===== config.mk =====
export PLATFORM = sky130hd
export DESIGN_NAME = bitmap_tile_layout_with_gutter_core
export DESIGN_NICKNAME = d
export VERILOG_FILES = /design/src/design/btlg_pkg.sv /design/src/design/bitmap_tile_layout_with_gutter_core.sv
export SDC_FILE = /design/constraint.sdc
export NUM_CORES = 1
export LEC_CHECK = 0
export BUFFER_PORTS_ARGS = -buffer_cell sky130_fd_sc_hd__buf_2
export CORE_AREA = 2 2 216 271
export DETAILED_ROUTE_END_ITERATION = 6
export DIE_AREA = 0 0 218 273
export PLACE_DENSITY = 0.69
export SYNTH_ARGS = -nofsm -noshare
export SYNTH_HDL_FRONTEND = slang
export SYNTH_SLANG_ARGS = --single-unit
export TNS_END_PERCENT = 100

===== constraint.sdc =====
create_clock -name clock -period 23.8 [get_ports clock]
set_input_delay 1.19 -clock clock [delete_from_list [all_inputs] [get_ports clock]]
set_output_delay 1.19 -clock clock [all_outputs]
set_load 0.01 [all_outputs]

===== src/design/btlg_pkg.sv =====
// Shared types, constants and per-axis layout functions of the bitmap tile layout core.
package btlg_pkg;

   localparam int unsigned SizeWidth  = 14;
   localparam int unsigned LimitWidth = 13;
   localparam int unsigned IndexWidth = 13;
   localparam int unsigned PitchWidth = 12;
   localparam int unsigned OrgWidth   = IndexWidth + PitchWidth;
   localparam int unsigned LogWidth   = 4;
   localparam int unsigned ExtWidth   = 17;
   localparam int unsigned FracBits   = 16;

   localparam int unsigned CsrAddrWidth = 4;
   localparam int unsigned CsrDataWidth = 32;

   localparam logic [SizeWidth-1:0]  BitmapWidthReset  = 14'd256;
   localparam logic [SizeWidth-1:0]  BitmapHeightReset = 14'd256;
   localparam logic [LimitWidth-1:0] TextureLimitReset = 13'd256;
   localparam logic [LimitWidth-1:0] LimitMin          = 13'd4;
   localparam logic [LimitWidth-1:0] LimitMax          = 13'd4096;

   typedef enum logic [1:0] {
      REG_BITMAP_WIDTH  = 2'd0,
      REG_BITMAP_HEIGHT = 2'd1,
      REG_TEXTURE_LIMIT = 2'd2
   } reg_index_type;

   typedef struct packed {
      logic [IndexWidth-1:0] tile_col;
      logic [IndexWidth-1:0] tile_row;
   } req_word_type;

   typedef struct packed {
      logic                  in_range;
      logic [LogWidth-1:0]   tex_width_log2;
      logic [LogWidth-1:0]   tex_height_log2;
      logic [SizeWidth-1:0]  load_left;
      logic [SizeWidth-1:0]  load_top;
      logic [SizeWidth-1:0]  load_right;
      logic [SizeWidth-1:0]  load_bottom;
      logic [1:0]            edge_pad;
      logic [PitchWidth-1:0] draw_width;
      logic [PitchWidth-1:0] draw_height;
      logic [ExtWidth-1:0]   u_extent;
      logic [ExtWidth-1:0]   v_extent;
   } rsp_word_type;

   // Layout of one axis of a tile.
   typedef struct packed {
      logic                  in_grid;
      logic [LogWidth-1:0]   lg;
      logic [SizeWidth-1:0]  lo;
      logic [SizeWidth-1:0]  hi;
      logic                  pad;
      logic [PitchWidth-1:0] draw;
      logic [ExtWidth-1:0]   ext;
   } axis_type;

   // Smallest k with 2^k >= len, for len of at least one.
   function automatic logic [LogWidth-1:0] ceil_log2(input logic [PitchWidth-1:0] len);
      logic [PitchWidth-1:0] m;
      logic [LogWidth-1:0]   k;
      m = len - PitchWidth'(1);
      k = '0;
      for (int i = 0; i < PitchWidth; i++) begin
         if (m[i]) begin
            k = LogWidth'(i + 1);
         end
      end
      return k;
   endfunction

   // Everything one axis needs once the tile origin is known.
   function automatic axis_type axis_layout(input logic [SizeWidth-1:0]  size,
                                            input logic [PitchWidth-1:0] pitch,
                                            input logic [OrgWidth-1:0]   org);
      axis_type               a;
      logic [SizeWidth-1:0]   org_s;
      logic [SizeWidth-1:0]   len_full;
      logic [PitchWidth-1:0]  len;
      logic [SizeWidth-1:0]   end_pos;
      logic [PitchWidth:0]    tex;
      logic [PitchWidth:0]    len_p1;
      logic [PitchWidth:0]    used;
      logic [PitchWidth+FracBits:0] scaled;
      org_s    = org[SizeWidth-1:0];
      len_full = size - org_s;
      len      = (len_full > SizeWidth'(pitch)) ? pitch : len_full[PitchWidth-1:0];
      end_pos  = org_s + SizeWidth'(len);
      a.in_grid = (org < OrgWidth'(size));
      a.lg     = ceil_log2(len);
      tex      = (PitchWidth+1)'(1) << a.lg;
      len_p1   = {1'b0, len} + (PitchWidth+1)'(1);
      used     = (len_p1 < tex) ? len_p1 : tex;
      scaled   = {used, FracBits'(0)} >> a.lg;
      a.ext    = scaled[ExtWidth-1:0];
      a.lo     = (org_s != '0) ? org_s - SizeWidth'(1) : '0;
      a.hi     = (end_pos < size) ? end_pos + SizeWidth'(1) : end_pos;
      a.pad    = (org_s == '0);
      a.draw   = len;
      return a;
   endfunction

endpackage


===== src/design/bitmap_tile_layout_with_gutter_core.sv =====
// Top level of the bitmap tile layout core: config registers, three-stage pipeline, checks.
//
// The core cuts a bitmap of the configured width by height in pixels into tiles whose pitch is
// texture_limit minus two (the limit is clamped to 4..4096 first), and for each requested
// tile column and row returns one word with the power-of-two texture size as log2, the
// source load rectangle widened by one pixel toward inner neighbors, the left and top
// padding flags, the drawn tile size and the used texture fraction in unsigned Q1.16.
// A tile whose origin lies at or beyond the bitmap edge gives in_range low and all other
// fields zero. It takes one word per clock while req_stall is low and passes each accepted
// word through its stages: the first stage is the input register, the second holds the tile
// origins (one 13 by 12 bit multiply per axis), and the third is the result register fed
// by the compare, subtract, priority encoder and shift of both axes. Each stage moves on
// whenever the stage after it is empty or moving, so a stalled result keeps its place
// while up to two more words are taken in behind it. Registers are written through the
// APB-style port at byte addresses 0 (width), 4 (height) and 8 (texture limit), and must
// only be changed while no word is inside the pipeline.
module bitmap_tile_layout_with_gutter_core
   import btlg_pkg::*;
(
   input  logic                    clock,
   input  logic                    reset,
   input  logic                    req_valid,
   output logic                    req_stall,
   input  req_word_type            req_data,
   output logic                    rsp_valid,
   input  logic                    rsp_stall,
   output rsp_word_type            rsp_data,
   input  logic                    psel,
   input  logic                    penable,
   input  logic                    pwrite,
   input  logic [CsrAddrWidth-1:0] paddr,
   input  logic [CsrDataWidth-1:0] pwdata,
   output logic [CsrDataWidth-1:0] prdata,
   output logic                    pready
);

   // Configuration registers.
   logic [SizeWidth-1:0]  src_width_ff;
   logic [SizeWidth-1:0]  src_height_ff;
   logic [LimitWidth-1:0] texture_limit_ff;
   logic                  csr_write;
   reg_index_type         csr_index;

   assign pready    = 1'b1;
   assign csr_write = psel && penable && pwrite && pready;
   assign csr_index = reg_index_type'(paddr[CsrAddrWidth-1:2]);

   always_ff @(posedge clock) begin
      if (reset) begin
         src_width_ff     <= BitmapWidthReset;
         src_height_ff    <= BitmapHeightReset;
         texture_limit_ff <= TextureLimitReset;
      end else if (csr_write) begin
         case (csr_index)
            REG_BITMAP_WIDTH:  src_width_ff     <= pwdata[SizeWidth-1:0];
            REG_BITMAP_HEIGHT: src_height_ff    <= pwdata[SizeWidth-1:0];
            REG_TEXTURE_LIMIT: texture_limit_ff <= pwdata[LimitWidth-1:0];
            default: ;
         endcase
      end
   end

   always_comb begin
      case (csr_index)
         REG_BITMAP_WIDTH:  prdata = CsrDataWidth'(src_width_ff);
         REG_BITMAP_HEIGHT: prdata = CsrDataWidth'(src_height_ff);
         REG_TEXTURE_LIMIT: prdata = CsrDataWidth'(texture_limit_ff);
         default:           prdata = '0;
      endcase
   end

   // Pitch = clamped limit - 2. Users keep it put while words are in flight; not enforced.
   logic [LimitWidth-1:0] limit_clamped;
   logic [LimitWidth-1:0] pitch_full;
   logic [PitchWidth-1:0] pitch;

   always_comb begin
      if (texture_limit_ff < LimitMin) begin
         limit_clamped = LimitMin;
      end else if (texture_limit_ff > LimitMax) begin
         limit_clamped = LimitMax;
      end else begin
         limit_clamped = texture_limit_ff;
      end
      pitch_full = limit_clamped - LimitWidth'(2);
      pitch      = pitch_full[PitchWidth-1:0];
   end

   // Pipeline flow control: a stage loads when it is empty or its contents move on.
   logic stage1_valid_ff, stage1_valid_in;
   logic stage2_valid_ff, stage2_valid_in;
   logic rsp_valid_ff,    rsp_valid_in;
   logic advance1, advance2, advance3;

   assign advance3 = !rsp_valid_ff || !rsp_stall;
   assign advance2 = !stage2_valid_ff || advance3;
   assign advance1 = !stage1_valid_ff || advance2;
   assign req_stall = !advance1;

   assign stage1_valid_in = advance1 ? req_valid       : stage1_valid_ff;
   assign stage2_valid_in = advance2 ? stage1_valid_ff : stage2_valid_ff;
   assign rsp_valid_in    = advance3 ? stage2_valid_ff : rsp_valid_ff;

   always_ff @(posedge clock) begin
      if (reset) begin
         stage1_valid_ff <= 1'b0;
         stage2_valid_ff <= 1'b0;
         rsp_valid_ff    <= 1'b0;
      end else begin
         stage1_valid_ff <= stage1_valid_in;
         stage2_valid_ff <= stage2_valid_in;
         rsp_valid_ff    <= rsp_valid_in;
      end
   end

   // Stage one: input register.
   req_word_type req_word_ff, req_word_in;

   assign req_word_in = (req_valid && advance1) ? req_data : req_word_ff;

   always_ff @(posedge clock) begin
      req_word_ff <= req_word_in;
   end

   // Stage two: tile origins, one multiply per axis.
   logic [OrgWidth-1:0] org_x_ff, org_x_in;
   logic [OrgWidth-1:0] org_y_ff, org_y_in;
   logic                load2;

   assign load2    = stage1_valid_ff && advance2;
   assign org_x_in = load2 ? OrgWidth'(req_word_ff.tile_col) * OrgWidth'(pitch) : org_x_ff;
   assign org_y_in = load2 ? OrgWidth'(req_word_ff.tile_row) * OrgWidth'(pitch) : org_y_ff;

   always_ff @(posedge clock) begin
      org_x_ff <= org_x_in;
      org_y_ff <= org_y_in;
   end

   // Stage three: per-axis layout and the result register.
   axis_type     ax;
   axis_type     ay;
   rsp_word_type rsp_word;
   rsp_word_type rsp_word_ff, rsp_word_in;

   always_comb begin
      ax = axis_layout(src_width_ff, pitch, org_x_ff);
      ay = axis_layout(src_height_ff, pitch, org_y_ff);
      rsp_word = '0;
      if (ax.in_grid && ay.in_grid) begin
         rsp_word.in_range        = 1'b1;
         rsp_word.tex_width_log2  = ax.lg;
         rsp_word.tex_height_log2 = ay.lg;
         rsp_word.load_left       = ax.lo;
         rsp_word.load_top        = ay.lo;
         rsp_word.load_right      = ax.hi;
         rsp_word.load_bottom     = ay.hi;
         rsp_word.edge_pad        = {ay.pad, ax.pad};
         rsp_word.draw_width      = ax.draw;
         rsp_word.draw_height     = ay.draw;
         rsp_word.u_extent        = ax.ext;
         rsp_word.v_extent        = ay.ext;
      end
   end

   assign rsp_word_in = (stage2_valid_ff && advance3) ? rsp_word : rsp_word_ff;

   always_ff @(posedge clock) begin
      rsp_word_ff <= rsp_word_in;
   end

   assign rsp_valid = rsp_valid_ff;
   assign rsp_data  = rsp_word_ff;

   // An out-of-range tile carries nothing but zeros.
   assert property (@(posedge clock) disable iff (reset)
      rsp_valid && !rsp_data.in_range |->
         rsp_data.load_right == '0 && rsp_data.load_bottom == '0 &&
         rsp_data.u_extent == '0 && rsp_data.edge_pad == '0)
      else $error("out-of-range word has nonzero fields");

   // An in-range tile has a nonempty load rectangle and a nonzero draw size.
   assert property (@(posedge clock) disable iff (reset)
      rsp_valid && rsp_data.in_range |->
         rsp_data.load_left < rsp_data.load_right &&
         rsp_data.load_top < rsp_data.load_bottom &&
         rsp_data.draw_width != '0 && rsp_data.draw_height != '0)
      else $error("in-range word has an empty rectangle");

   // The padding flags mark exactly the tiles whose load rectangle starts at zero.
   assert property (@(posedge clock) disable iff (reset)
      rsp_valid && rsp_data.in_range |->
         rsp_data.edge_pad[0] == (rsp_data.load_left == '0) &&
         rsp_data.edge_pad[1] == (rsp_data.load_top == '0))
      else $error("edge padding flags disagree with load origin");

   // The used texture fraction of an in-range tile lies in (0, 1].
   assert property (@(posedge clock) disable iff (reset)
      rsp_valid && rsp_data.in_range |->
         rsp_data.u_extent != '0 && rsp_data.u_extent <= ExtWidth'(1 << FracBits) &&
         rsp_data.v_extent != '0 && rsp_data.v_extent <= ExtWidth'(1 << FracBits))
      else $error("texture fraction out of range");

endmodule

==> impl_metrics.tcl, run 1 <==
set metrics [dict create \
    firstDrtPassIters 6 \
    die_x_um 218 \
    final_cell_area_sq_um 31200 \
    place_congestion 0.958 \
    synth_seq_cells 243 \
    syn2layout_area_growth_pct 8.35 \
    grt_use_total_pct 27.2 \
    initial_utilization_pct 50.6 \
    path_clk_slew_ns 0.06 \
    synth.top_cell.area_share_pct 20.7 \
    instances_no_fill 4183 \
    crit_path_max_fanout 59 \
    grt_max_degree 73 \
    ys_types 112 \
    ys_warn_count 0 \
    muxShareOfSynthArea_pct 2.57 \
    maxCapViolCount 0 \
    gr-total-overflow 0 \
    synthAdderAreaFrac_pct 28.1 \
    hold_class "flop to flop" \
    final_layout_size_suffix_gt1_share_pct 10.6 \
    pin_count 229 \
    status "finished clean" \
    io_buffers 187 \
    synth_ff_type "edfxtp_1" \
    clockBufferDepth 3 \
    final_common_cell "nand2_1" \
    place_inst 4133 \
    clk_root_buffer_cell "clkbuf_16" \
    cts_tree "done" \
    async_flop_share_pct 0 \
    dpl.hpwl_um 62100 \
    wl_per_cell_um 19.3 \
    viasPerCell 5.76 \
    ys_top_cells_by_area "edfxtp_1 (21%), fa_1 (16%), ha_1 (13%)" \
    placed_area_sq_um 30300 \
    peakVddDrop_mv 0.132 \
    cts_hold_buf 0 \
    fin_util_pct 54.8 \
    cts_buffers 26 \
    finalHoldViolations 0 \
    setup_viol 0 \
    cts.htree.levels 1 \
    syn-instance-count 3301 \
    start_kind "flop" \
    worstMarginPinSlew_ns 1.16 \
    fmax_mhz 76.6 \
    finalWirelength_um 80800 \
    seq_area_frac_synth_pct 23.8 \
    endpoint_kind "flop" \
    crit_required_ns 24.11 \
    max_stage_delay_ns 0.70 \
    synth_top_family_by_area "adder cells" \
    grt_pass1_vias 24418 \
    synth_top_cell_by_area "edfxtp_1" \
    p_per_area_nw_per_um2 145 \
    clkSinkCount 243 \
    ant_nets 0 \
    vias 24109 \
    crit_arrival_ns 13.36 \
    placement_rows 98 \
    drc 0 \
    fin_nets 3992 \
    period_needed_ns 13.05 \
    syn_area_sq_um 28800 \
    drv_slew 0 \
    leakage_nw 14.1 \
    cpMostUsedCell "ha_1" \
    synth_edf_count 199 \
    setup_tns_ns 0 \
    grt_pass1_wl_um 128000 \
    fin_worst_skew_ns 0.0187 \
    ctsResizeCount 0 \
    final_cell_mix "nand2_1 (482), inv_1 (398), ha_1 (289)" \
    fp.coreArea_sq_um 56900 \
    cp_slowest_cell "o31ai_1" \
    dr.first_iter.drc_count 1816 \
    antenna_found_initial 4 \
    avgSynthCellArea_sq_um 8.72 \
    die_h_um 273 \
    max-slew-margin-rel_pct 22.0 \
    dieArea_sq_um 59500 \
    synthXorXnorAreaFrac_pct 4.14 \
    insertion_delay_ns 0.58 \
    synth_simple_gate_area_share_pct 19.3 \
    min_period_over_period_pct 54.8 \
    crit_type "flop to flop" \
    post_cts_buffers 0 \
    synth_compound_area_share_pct 14.1 \
    rsz0062_at_grt "false" \
]
==> routing by layer <==
layer	wire length [um]	share of wire, %	vias up	global-route usage (%)
met5	10	0.012	-	0
met4	5100	6.3	2	16.1
met3	4110	5.1	235	2.75
met2	41200	51	804	49.6
met1	30400	38	11673	30.7
li1	-	-	11395	-
==> where the power goes <==
part           internal, mW  switching, mW  total, mW
clock network         0.242          0.185      0.427
registers             0.603         0.0670      0.670
logic                  1.37           2.05       3.42
total                  2.22           2.30       4.52
==> registers in the layout, summed over array words and instances, names as in the netlist <==
register          flops
src_width_ff         14
rsp_data            123
rsp_valid             1
texture_limit_ff     13
org_y_ff             25
req_word_ff          26
org_x_ff             25
stage1_valid_ff       1
stage2_valid_ff       1
src_height_ff        14
==> cells by family (layout without fill, tap and decap cells) <==
logic type,count (synthesis),in the layout
AND/OR/NAND/NOR,1174,1174
AO/OA/AOI/OAI,593,593
buffers and inverters,572,677
adder cells (fa/ha/maj),513,513
flip-flops,243,243
XOR/XNOR,134,134
multiplexers,70,70
other,2,29
==> stage by stage <==
stage / setup slack [ns] / hold slack, ns / power (mW)
3_3_place_gp: 11.04 / 0.460 / 4.02
4_1_cts: 11.02 / 0.475 / 4.51
2_1_floorplan: 12.91 / 0.444 / 3.35
6_report: 10.75 / 0.475 / 4.52
3_5_place_dp: 11.02 / 0.466 / 4.06
5_1_grt: 9.99 / 0.512 / 4.99
==> cell type report <==
type | count | area (sq um)
Tap cell | 750 | 938
Sequential cell | 243 | 6860
Fill cell | 5349 | 25700
Multi-Input combinational cell | 2511 | 19800
Timing Repair Buffer | 218 | 1170
Inverter | 411 | 1540
Clock buffer | 29 | 683
Antenna cell | 2 | 5.00
Clock inverter | 19 | 199
==> critical path, delay by kind of cell, from the launching register on <==
kind,cells,cell delay (ns)
multiplexers,3,1.07
buffers and inverters,6,2.02
flip-flops,1,0.41
adder cells (fa/ha/maj),4,1.38
AO/OA/AOI/OAI,12,4.30
AND/OR/NAND/NOR,11,3.52
==> cell usage after synthesis, drive strengths merged (36+ instances only) <==
cell / instances
a21o: 50
a21oi: 158
and2: 102
buf: 59
clkbuf: 102
dfxtp: 44
edfxtp: 199
fa: 223
ha: 289
inv: 408
mux2i: 52
nand2: 483
nand3: 50
nand4: 38
nor2: 244
nor2b: 36
nor3: 68
o21ai: 125
xnor2: 109
==> final timing paths <==
check | from | to | slack [ns] | cells past startpoint
max | texture_limit_ff[4]$_SDFFE_PP0P_ | rsp_data[12]$_SDFFCE_PN0P_ | 10.75 | 36
max reg2reg | texture_limit_ff[4]$_SDFFE_PP0P_ | rsp_data[12]$_SDFFCE_PN0P_ | 10.75 | 36
min | src_width_ff[13]$_SDFFE_PP0P_ | src_width_ff[13]$_SDFFE_PP0P_ | 0.48 | 2
min reg2reg | src_width_ff[13]$_SDFFE_PP0P_ | src_width_ff[13]$_SDFFE_PP0P_ | 0.48 | 2
No activity file was read; power rests on OpenSTA's default activity.
==> run 2: changes to the inputs <==
==> constraint.sdc (replaced) <==
create_clock -name clock -period 13.4 [get_ports clock]
set_input_delay 0.67 -clock clock [delete_from_list [all_inputs] [get_ports clock]]
set_output_delay 0.67 -clock clock [all_outputs]
set_load 0.01 [all_outputs]
==> run 2 against run 1 <==
  * Critical endpoint is now rsp_data[16]$_SDFFCE_PN0P_
  * Sequential share of layout area about the same
  * Maximum frequency increased by 12%
  * Critical path depth increased by 8
  * Critical path type unchanged
  * Utilization about the same
  * Sequential cell count unchanged
  * Sequential power increased by 78%
  * Power increased by 78%
  * Worst setup slack got worse by 9.0 ns
  * Routed wire length increased by 1.5%
  * Largest cell class unchanged
  * Combinational power increased by 79%
==> impl_metrics.tcl, run 2 (synthesis results as in run 1) <==
set metrics [dict create \
    peakVddDrop_mv 0.213 \
    max-slew-margin-rel_pct 35.4 \
    final_cell_mix "nand2_1 (482), inv_1 (398), ha_1 (289)" \
    pin_count 229 \
    final_common_cell "nand2_1" \
    grt_max_degree 65 \
    leakage_nw 14.1 \
    largest_register_ffs 123 \
    crit_type "flop to flop" \
    critPathBufInv 3 \
    crit_path_max_fanout 19 \
    fillers 5385 \
    grt_use_met1_pct 31.1 \
    antenna_found_initial 3 \
    crit_required_ns 13.83 \
    cts_tree "done" \
    syn2layout_area_growth_pct 8.32 \
    vias 24152 \
    firstDrtPassIters 6 \
    max_stage_delay_ns 0.61 \
    wl_per_cell_um 19.6 \
    crit_arrival_ns 12.12 \
    ctsResizeCount 0 \
    p_per_area_nw_per_um2 258 \
    finalHoldViolations 0 \
    grt.busiest_layer "met2" \
    min_period_over_period_pct 87.2 \
    viasPerCell 5.77 \
    cp_slowest_cell "mux2i_1" \
    drv_slew 0 \
    ant_nets 0 \
    cts_hold_buf 0 \
    final_layout_size_suffix_gt1_share_pct 10.5 \
    worst_slack_ns 1.71 \
    place_congestion 0.952 \
    fin_nets 3997 \
    dpl_worst_slack_ns 1.93 \
    period_needed_ns 11.69 \
    dpl.hpwl_um 63300 \
    hold_class "primary input to flop" \
    cts_buffers 26 \
    placement_rows 98 \
    maxCapViolCount 0 \
    gr-total-overflow 0 \
    endpoint_kind "flop" \
    setup_tns_ns 0 \
    clkSinkCount 243 \
    status "finished clean" \
    start_kind "flop" \
    grt_use_total_pct 27.5 \
    fmax_mhz 85.6 \
    post_cts_buffers 0 \
    path_clk_slew_ns 0.06 \
    largestRegisters "rsp_data: 123 flops, req_word_ff: 26 flops" \
    clockBufferDepth 3 \
    rsz0062_at_grt "false" \
    insertion_delay_ns 0.59 \
    io_buffers 187 \
    fp.coreArea_sq_um 56900 \
    finalWirelength_um 82000 \
    regMostFlops "rsp_data" \
    dr.first_iter.drc_count 2067 \
    fin_worst_skew_ns 0.0136 \
    dieArea_sq_um 59500 \
    met2_usage_pct 49.5 \
    clk_root_buffer_cell "clkbuf_16" \
    met3_usage_pct 3.19 \
    setup_viol 0 \
    die_h_um 273 \
    initial_utilization_pct 50.6 \
    drc 0 \
    cts.htree.levels 1 \
    grt_pass1_wl_um 129000 \
    cpMostUsedCell "a21oi_1" \
    die_x_um 218 \
    worstMarginPinSlew_ns 0.959 \
    grt_pass1_vias 23877 \
    crit_family "compound AO/OA/AOI/OAI gates" \
]
-- run 2: worst paths after layout --
kind / depth (start not counted) / to / slack, ns / start
setup / recovery: 44 / rsp_data[16]$_SDFFCE_PN0P_ / 1.71 / org_y_ff[0]$_DFFE_PP_
hold / removal: 1 / req_word_ff[7]$_DFFE_PP_ / 0.27 / req_data[7]
setup reg to reg: 44 / rsp_data[16]$_SDFFCE_PN0P_ / 1.71 / org_y_ff[0]$_DFFE_PP_
hold reg to reg: 2 / src_width_ff[13]$_SDFFE_PP0P_ / 0.49 / src_width_ff[13]$_SDFFE_PP0P_
-- run 2: layer usage --
layer  vias up  part of all wire (%)
met5         -                     0
met4         0                   6.6
met3       262                   5.2
met2       776                    51
met1     11708                    38
li1      11406                     -
-- run 2: layout make-up --
cell class	instances	area, sq um	share of cell area [%]
Sequential cell	243	6860	22.0
Timing Repair Buffer	223	1210	3.87
Tap cell	750	938	3.01
Inverter	411	1540	4.95
Clock buffer	30	687	2.20
Antenna cell	4	10.0	0.0321
Multi-Input combinational cell	2511	19800	63.5
Clock inverter	17	144	0.461
-- run 2: power by group --
group | internal [mW] | switching, mW
Sequential | 1.07 | 0.119
Combinational | 2.46 | 3.67
Clock | 0.405 | 0.322
-- run 2: stage by stage --
step	util, %	area, sq um	hold slack [ns]	power [mW]	std cells
2_1_floorplan	-	28900	0.444	5.95	3326
3_3_place_gp	53.4	30400	0.472	7.17	4138
3_5_place_dp	53.4	30400	0.473	7.27	4138
4_1_cts	54.8	31200	0.237	8.04	4185
5_1_grt	54.8	31200	0.246	8.87	4188
6_report	54.8	31200	0.268	8.04	4189
